--- src/rtl/rc4_pkg.sv ---
// Shared constants and types of the RC4 stream cipher unit.
package rc4_pkg;

  localparam int ByteW          = 8;
  localparam int BoxAw          = 8;
  localparam int BoxSize        = 256;
  localparam int KeyLenW        = 9;
  localparam int MaxKeyBytesDef = 256;

  localparam logic [ByteW-1:0]   ByteMask     = 8'hFF;
  localparam logic [KeyLenW-1:0] KeyLenReset  = 9'd16;

  typedef enum logic [1:0] {
    OpLoadKey  = 2'd0,
    OpSchedule = 2'd1,
    OpCrypt    = 2'd2
  } opcode_e;

  typedef struct packed {
    logic             we;
    logic [BoxAw-1:0] addr;
    logic [ByteW-1:0] data;
  } box_wr_t;

endpackage

--- src/rtl/rc4_key_mem.sv ---
// Key byte store with one write port and one registered read port.
module rc4_key_mem #(
  parameter int Depth = rc4_pkg::MaxKeyBytesDef,
  parameter int Aw    = 8
) (
  input  logic                      clk_i,
  input  logic                      we_i,
  input  logic [Aw-1:0]             waddr_i,
  input  logic [rc4_pkg::ByteW-1:0] wdata_i,
  input  logic [Aw-1:0]             raddr_i,
  output logic [rc4_pkg::ByteW-1:0] rdata_o
);
  import rc4_pkg::*;

  logic [ByteW-1:0] mem_q [Depth];
  logic [ByteW-1:0] rdata_q;

  always_ff @(posedge clk_i) begin
    if (we_i) begin
      mem_q[waddr_i] <= wdata_i;
    end
    rdata_q <= mem_q[raddr_i];
  end

  assign rdata_o = rdata_q;

endmodule

--- config.mk ---
export PLATFORM = sky130hd
export DESIGN_NAME = rc4_key_mem
export DESIGN_NICKNAME = d
export VERILOG_FILES = /design/src/rtl/rc4_pkg.sv /design/src/rtl/rc4_key_mem.sv
export SDC_FILE = /design/constraint.sdc
export NUM_CORES = 2
export LEC_CHECK = 0
export BUFFER_PORTS_ARGS = -buffer_cell sky130_fd_sc_hd__buf_2
export CORE_MARGIN = 1.5
export CORE_UTILIZATION = 35
export DETAILED_ROUTE_END_ITERATION = 8
export SLEW_MARGIN = 20
export SYNTH_ARGS = -nofsm -noshare
export SYNTH_HDL_FRONTEND = slang
export SYNTH_SLANG_ARGS = --single-unit
--- constraint.sdc ---
create_clock -name clk_i -period 3.27 [get_ports clk_i]
set_clock_uncertainty 0.05 [all_clocks]
set_input_delay 0.654 -clock clk_i [delete_from_list [all_inputs] [get_ports clk_i]]
set_output_delay 0.654 -clock clk_i [all_outputs]
set_load 0.01 [all_outputs]
==> results.yml <==
logic_synthesis:
  yosys-top-cells-area: "edfxtp_1 (77%), mux4_2 (13%), mux2i_1 (1.7%)"
  synth.yosys.seq_area_share: 0.775
  yosysTopAreaCellShare: 0.773
  synthArstFlopShare: 0
  synthAdderAreaFrac: 0
  syn_area_um2: 79600
  synth_compound_area_frac: 0.0342
  synth_edf_count: 2048
  yosysTopAreaCell: "edfxtp_1"
  ys_types: 55
  synth_cells: 3733
  syn_area_per_cell_um2: 21.3
  ys_seq_elements: 2056
  yosysMostFrequentCell: "edfxtp_1"
  synthMuxAreaShare: 0.146
  yosys_warnings: 0
  synthXorXnorAreaFrac: 0
  synth_nets: 3759
  yosys.area_share.simple: 0.0263
  ys.flop_type: "edfxtp_1"
  synthTopCellsByCount: "edfxtp_1 (2048), mux4_2 (454), nor2_1 (282)"
  synth_top_family_by_area: "multiplexers"
flow_run:
  max-cap-violations: 0
power:
  cellLeakagePower_nw: 29.5
  power.switching_mw: 11.6
  vdd_ir_drop_max_uv: 517
  p_int_mw: 42.2
  clock_power_share: 0.407
  combinationalPowerShare: 0.053
  totalPowerFinal_mw: 53.9
  seqPwrFrac: 0.540
  p_per_area_nw_per_um2: 578
  sw_frac_of_total: 0.216
detailed_routing:
  wl_mm: 203
  wl_per_cell_um: 27.3
  post_drt_via_cell_ratio: 5.38
  wl_met2_mm: 98.0
  antenna_left: 0
  drc: 0
  met3_length_mm: 13.4
  vias: 40000
  initialDrtViolationCount: 4317
  wl_met1_mm: 86.4
  top_layer: "met4"
  detail_route.first_pass.iterations: 5
cells_and_area:
  drive_gt1_frac: 0.295
  syn_to_final_growth_pct: 17.1
  nFillCells: 19600
  final_util: 0.413
  nNetsFinal: 4301
die:
  io_pins: 34
  dieArea_um2: 230000
  die_w_um: 480
  num_rows: 174
  core_area_um2: 225000
  die_h_um: 480
  start_util: 0.353
hold_path:
  worstHoldStart: "wdata_i[6]"
  holdCritPathClass: "in2reg"
critical_path:
  crit_path_cell_trace: "buf_8 -> buf_12 -> buf_12 -> buf_4 -> mux4_2 -> a22oi_1 -> a21oi_1 -> nor4_1 -> buf_4 -> nor4_2"
  cp_max_fo: 10
  worstSetupStartpoint: "raddr_i[0]"
  reg2reg_from: "mem_q[80][3]$_DFFE_PP_"
  crit_slowest_cell: "nor4_1"
  crit_type: "in2reg"
  arrival_ns: 3.61
  end_kind: "register"
  cp.required_ns: 3.89
  crit_path_max_incr_delay_ns: 0.71
  start_kind: "input pin"
timing:
  hold_viol: 0
  worst_slew_pin_slew_ns: 0.943
  fin_crit_ns: 2.99
  hold_slack_ns: 0.0848
  fmax_mhz: 335
  rsz0062_at_grt: "no"
  finalMaxSlewViolations: 0
  setup_violations: 0
  max_slew_margin: 0.366
  finalCritPeriodShare: 0.914
clock_tree:
  cts_root_buffer: "clkbuf_16"
  holdBufCountCts: 0
  numCtsBuffers: 197
  cts_buffer_depth: 3
  cts_tree: "yes"
  cts_resized: 0
  cts_max_level: 4
  numClockSinks: 2056
  clkSlewWorstSetupHoldPaths_ns: 0.06
  clk_latency_ns: 0.84
  cts_setup_buffers: 0
global_route:
  grt_pass1_vias: 40500
  grt_max_degree: 129
  antenna_found_initial: 12
  grt_usage: 0.176
  grt_pass1_wl_mm: 294
  overflow: 0
placement:
  port_buffers: 33
  hpwl_mm: 130
  gp_congestion: 0.845
outcome:
  status: "completed"
==> final timing paths <==
path                                                 to  slack [ns]  cells after the start
worst max-delay path                 rdata_o[2]$_DFF_P_        0.28                     10
worst min-delay path            mem_q[202][6]$_DFFE_PP_        0.08                      1
worst max register to register       rdata_o[3]$_DFF_P_        0.43                      7
worst min register to register       rdata_o[3]$_DFF_P_        1.11                      7
==> power groups by stage <==
| stage | Combinational, mW | Sequential (mW) | Clock, mW |
|---|---|---|---|
| after floorplan | 1.41 | 29.6 | 0 |
| after global placement | 2.87 | 29.7 | 0 |
| after detailed placement | 2.89 | 29.7 | 0 |
| after CTS | 2.90 | 29.1 | 22.3 |
| after global routing | 3.03 | 29.1 | 23.3 |
| final | 2.86 | 29.1 | 21.9 |
==> flip-flops by register name, indices dropped and copies added, names as in the netlist <==
name / cells
mem_q: 2048
rdata_o: 8
==> layer usage <==
layer	up-vias	global-route usage
met1	21400	0.251
met5	-	0
li1	16800	-
met2	1530	0.281
met4	0	0.0474
met3	303	0.0255
==> layout by cell type, fill, tap and decap left out, types with 24 or more instances in the layout <==
master / Yosys / final
clkbuf_16: 0 / 200
mux4_2: 454 / 454
nor2b_1: 31 / 28
edfxtp_1: 2048 / 2048
mux2i_1: 134 / 134
nor2_1: 282 / 279
a22oi_1: 133 / 133
nand3_1: 34 / 34
o221ai_1: 46 / 46
nand2_1: 33 / 33
buf_12: 8 / 60
a21oi_1: 96 / 96
nor4_1: 24 / 24
o22ai_1: 28 / 28
clkinv_1: 1 / 64
clkinv_2: 0 / 31
clkbuf_1: 111 / 39
buf_4: 27 / 485
==> metrics by stage <==
stage / setup TNS (ns) / worst slack (ns) / cells / cell area, um^2
after floorplan: 0 / 0.628 / 3733 / 79600
after global placement: -2.81 / -0.496 / 7068 / 87000
after detailed placement: -2.73 / -0.520 / 7068 / 87000
after CTS: 0 / 0.356 / 7431 / 93100
after global routing: 0 / 0.265 / 7435 / 93200
final: 0 / 0.281 / 7440 / 93200
==> critical path, delay by kind of cell <==
| kind | cells | cell delay (ns) |
|---|---|---|
| AOI/OAI and AO/OA | 2 | 0.62 |
| muxes | 1 | 0.55 |
| buffers and inverters | 5 | 0.99 |
| and+or+nand+nor | 2 | 0.75 |
==> layout make-up <==
type | instances | area (um^2) | area share
Antenna cell | 9 | 22.5 | 0.000242
Timing Repair Buffer | 576 | 5100 | 0.0547
Clock buffer | 239 | 5150 | 0.0553
Multi-Input combinational cell | 1442 | 16500 | 0.177
Sequential cell | 2056 | 61700 | 0.662
Inverter | 2 | 7.51 | 0.0000806
Clock inverter | 124 | 992 | 0.0107
Tap cell | 2992 | 3740 | 0.0402
==> logic make-up after synthesis <==
group,count (synthesis)
and+or+nand+nor,466
AOI/OAI and AO/OA,385
DFF,2056
buffers and inverters,235
muxes,591
Note: power is estimated with default switching activity, not from simulation.
