### config.mk
export PLATFORM = sky130hd
export DESIGN_NAME = rc4_sbox_mem
export DESIGN_NICKNAME = d
export VERILOG_FILES = /design/src/rtl/rc4_pkg.sv /design/src/rtl/rc4_sbox_mem.sv
export SDC_FILE = /design/constraint.sdc
export NUM_CORES = 2
export LEC_CHECK = 0
export BUFFER_PORTS_ARGS = -buffer_cell sky130_fd_sc_hd__buf_2
export CAP_MARGIN = 40
export CELL_PAD_IN_SITES_DETAIL_PLACEMENT = 2
export CELL_PAD_IN_SITES_GLOBAL_PLACEMENT = 2
export CORE_MARGIN = 3
export CORE_UTILIZATION = 50
export CTS_CLUSTER_SIZE = 14
export DETAILED_ROUTE_END_ITERATION = 12
export PLACE_DENSITY_LB_ADDON = 0.1
export REMOVE_ABC_BUFFERS = 1
export SLEW_MARGIN = 20
export SYNTH_ARGS = -nofsm -noshare
export SYNTH_HDL_FRONTEND = slang
export SYNTH_SLANG_ARGS = --single-unit
### constraint.sdc
create_clock -name clk_i -period 2.82 [get_ports clk_i]
set_input_delay 0.564 -clock clk_i [delete_from_list [all_inputs] [get_ports clk_i]]
set_output_delay 0.564 -clock clk_i [all_outputs]
set_load 0.01 [all_outputs]
### src/rtl/rc4_pkg.sv
// Shared constants and types of the RC4 stream cipher unit.
package rc4_pkg;

  localparam int ByteW          = 8;
  localparam int BoxAw          = 8;
  localparam int BoxSize        = 256;
  localparam int KeyLenW        = 9;
  localparam int MaxKeyBytesDef = 256;

  localparam logic [ByteW-1:0]   ByteMask     = 8'hFF;
  localparam logic [KeyLenW-1:0] KeyLenReset  = 9'd16;

  typedef enum logic [1:0] {
    OpLoadKey  = 2'd0,
    OpSchedule = 2'd1,
    OpCrypt    = 2'd2
  } opcode_e;

  typedef struct packed {
    logic             we;
    logic [BoxAw-1:0] addr;
    logic [ByteW-1:0] data;
  } box_wr_t;

endpackage

### src/rtl/rc4_sbox_mem.sv
// State box memory with per-entry valid bits that make unwritten entries read as identity.
module rc4_sbox_mem (
  input  logic                      clk_i,
  input  logic                      rst_ni,
  input  logic                      clear_i,
  input  rc4_pkg::box_wr_t          wr_i,
  input  logic [rc4_pkg::BoxAw-1:0] raddr_i,
  output logic [rc4_pkg::ByteW-1:0] rdata_o
);
  import rc4_pkg::*;

  logic [ByteW-1:0]   mem_q [BoxSize];
  logic [BoxSize-1:0] valid_q;
  logic [ByteW-1:0]   rdata_q;

  always_ff @(posedge clk_i) begin
    if (wr_i.we) begin
      mem_q[wr_i.addr] <= wr_i.data;
    end
  end

  always_ff @(posedge clk_i or negedge rst_ni) begin
    if (!rst_ni) begin
      valid_q <= '0;
    end else if (clear_i) begin
      valid_q <= '0;
    end else if (wr_i.we) begin
      valid_q[wr_i.addr] <= 1'b1;
    end
  end

  // Write-first read: unless a clear is under way, a read of the entry being written returns the new value.
  always_ff @(posedge clk_i) begin
    if (clear_i) begin
      rdata_q <= ByteW'(raddr_i);
    end else if (wr_i.we && (wr_i.addr == raddr_i)) begin
      rdata_q <= wr_i.data;
    end else if (valid_q[raddr_i]) begin
      rdata_q <= mem_q[raddr_i];
    end else begin
      rdata_q <= ByteW'(raddr_i);
    end
  end

  assign rdata_o = rdata_q;

endmodule

==> metrics <==
Synth area leaders edfxtp_1, mux4_2, dfrtp_1; layout cells sized above 1 33.62%; crit share post-route 112.5%; vias per cell 6.992; Slowest-stage cell, CP mux4_2; Detail Placement HPWL 223.1 mm; kind of critical path input pin to flop; Layout Nets 5,596; Die Y 431.9 um; Mapped Cells 4,706; final instance area 0.1090 mm^2; reg2reg setup slack -0.22 ns; GPL Wtd Cong 0.8832; Total GRT Usage 40.12%; IO Port Bufs 35; Hold Startpoint wr_i[4]; Static Leak 0.03763 uW; critical-path cell list buf_16 -> buf_16 -> buf_12 -> buf_4 -> mux4_2 -> o22ai_1 -> o22ai_1 -> a221oi_4 -> nand2_2 -> buf_4 -> and3_1 -> nor4_2 -> a211o_1; drc violations 0; CTS tree built; Syn-to-layout area delta 20.19%; CP max FO 11; asr flop ratio synth 11.07%; 1st-iter DRT viols 9,226; Avg Inst Size Synth 19.27 um^2; Comb power frac 6.8%; P_sw 17,920 uW; min Tclk post-route 3.172 ns; Setup Viol. Count Final 8; hold path depth 1; Post-synth EDFFs 2,048; initial antenna violation count 21; htree depth 4; clk root buf clkbuf_16; Startpoint Class input pin; CTS Buf Count 234; largest net degree at the start of global routing 147; initial core utilization 50.56%; Cell Rows 155; clk buf depth 3; Setup Skew 0.05099 ns; max-slew violations 0; DRT Pass-1 Iters 7; Setup TNS -1.632 ns; Hold/Removal Path Class input pin to flop; Reg clk slew, reported paths 0.07 ns; Worst Path Required 3.66 ns; Commonest cells post-synth edfxtp_1, nor2_1, mux4_2; Worst Path Arrival 4.01 ns; clock share of power 43.2%; count of final hold-check violations 0; status complete, but fails checks; vias in the first global route 59,920; Placed Area 0.1003 mm^2; Die W 431.9 um; sequential-to-total area share from yosys stat 75.04%; first-pass GRT wire length 515.3 mm; I/O Pins 36; Overflow after GRT 0; CORE AREA 0.1794 mm^2; final WL 376.4 mm; Yosys top cell by area edfxtp_1; hold path endpoint mem_q[218][4]; vias 56,937; Sw Share 23.93%; worst vdd ir 669.6 uV; Top FF cell, synth edfxtp_1; Synth Warn # 0; # clock sinks 2,312; Reg2Reg Depth 9; #FFs+latches synth 2,312; worst relative slew slack 27.39%; antenna-violating nets left 0; RSZ-0062 raised after global routing yes; Int Power 56,960 uW; setup slack after layout -0.3519 ns; Synth top area share 67.80%; power share of the sequential group 49.9%; reg2reg start valid_q[197]; count leader, synth edfxtp_1; failing checks negative setup slack; max incr delay on CP 0.59 ns; die area 0.1866 mm^2; drt wl/cell 46.23 um; Netlist cell types 62; crit end category flop; Slew @ Worst Pin 1.089 ns; worst reg2reg path endpoint rdata_o[6]; post-synthesis cell area 0.09070 mm^2; Max-cap violations 0; Max Fclk 0.3153 GHz; power per standard cell area 686.9 mW/mm^2; Clock Latency Late Sink 0.91 ns
==> layer usage <==
layer	GRT usage, %	part of all wire (%)	wire (um)	vias up
met5	0	0.054	202	-
met4	21.17	6.5	24300	17
met3	8.489	10	39080	1151
met2	64.27	48	180400	4555
met1	52.00	35	132500	30553
li1	-	-	-	20661
==> flip-flops by register name (all words and copies together), names as in the netlist <==
| register | count |
|---|---|
| valid_q | 256 |
| mem_q | 2048 |
| rdata_o | 8 |
==> logic make-up (layout without fill, tap and decap cells) <==
kind of cell	after synthesis	after routing	synth area share [%]
buffers and inverters	296	1366	1.771
other	0	12	0
AOI/OAI and AO/OA	359	359	3.039
xor gates and xnor gates	8	8	0.07725
and+or+nand+nor	997	997	4.475
muxes	734	734	15.60
DFF	2312	2312	75.04
==> final cells by class <==
class | count | area (um^2)
Antenna cell | 12 | 30.03
Clock buffer | 351 | 6784
Clock inverter | 93 | 834.6
Fill cell | 14284 | 70380
Inverter | 9 | 38.79
Multi-Input combinational cell | 2098 | 21710
Sequential cell | 2312 | 68070
Tap cell | 2355 | 2947
Timing Repair Buffer | 913 | 8605
==> what timing repair did <==
action / 4_1_cts / 5_1_grt
setup endpoints to repair: 8 / 8
resized for setup: 59 / 75
hold buffers: 2 / 0
gates cloned: 0 / 4
pin swaps: 5 / 28
endpoints found under the hold margin: 81 / 0
buffers inserted: 4 / 16
==> critical path, delay by kind of cell <==
| family | cells | cell delay, ns |
|---|---|---|
| AOI/OAI and AO/OA | 4 | 1.13 |
| buffers and inverters | 5 | 0.91 |
| and+or+nand+nor | 3 | 0.73 |
| muxes | 1 | 0.59 |
==> power groups by stage <==
stage          registers (uW)  clock network, uW  logic [uW]
3_5_place_dp            38100                  0        4580
5_1_grt                 37400              33700        5180
6_report                37400              32400        5130
2_1_floorplan           38100                  0        1390
3_3_place_gp            38100                  0        4340
4_1_cts                 37400              32200        4790
==> per-stage QoR <==
| step | hold slack, ns | utilization [%] | instances | power, uW | worst slack (ns) |
|---|---|---|---|---|---|
| 2_1_floorplan | 0.2684 | - | 4419 | 39500 | -0.9444 |
| 4_1_cts | 0.03242 | 60.34 | 8108 | 74360 | 0.004180 |
| 3_5_place_dp | 0.4818 | 55.90 | 7658 | 42700 | -1.327 |
| 3_3_place_gp | 0.4728 | 55.88 | 7655 | 42460 | -1.343 |
| 6_report | 0.07053 | 60.77 | 8143 | 74880 | -0.3519 |
| 5_1_grt | 0.06051 | 60.76 | 8134 | 76250 | -0.2641 |
==> cells in the final DEF (no fill, tap or decap), drive strengths merged, types with 40 or more instances in the layout <==
cell type	instances
edfxtp	2048
buf	899
nor2	746
mux4	541
clkbuf	363
dfrtp	256
mux2i	169
nand2	93
clkinv	69
a21oi	44
a221oi	43
o22ai	40
==> worst max-delay path by stage <==
stage,start,to,slack (ns),cells after the start
after detailed placement,raddr_i[0],rdata_o[2],-1.33,13
after floorplan,raddr_i[4],rdata_o[6],-0.94,8
final,raddr_i[0],rdata_o[6],-0.35,13
after global placement,raddr_i[0],rdata_o[2],-1.34,13
after CTS,raddr_i[0],rdata_o[6],0.004,11
after global routing,raddr_i[0],rdata_o[6],-0.26,13
No activity file was read; power rests on OpenSTA's default activity.
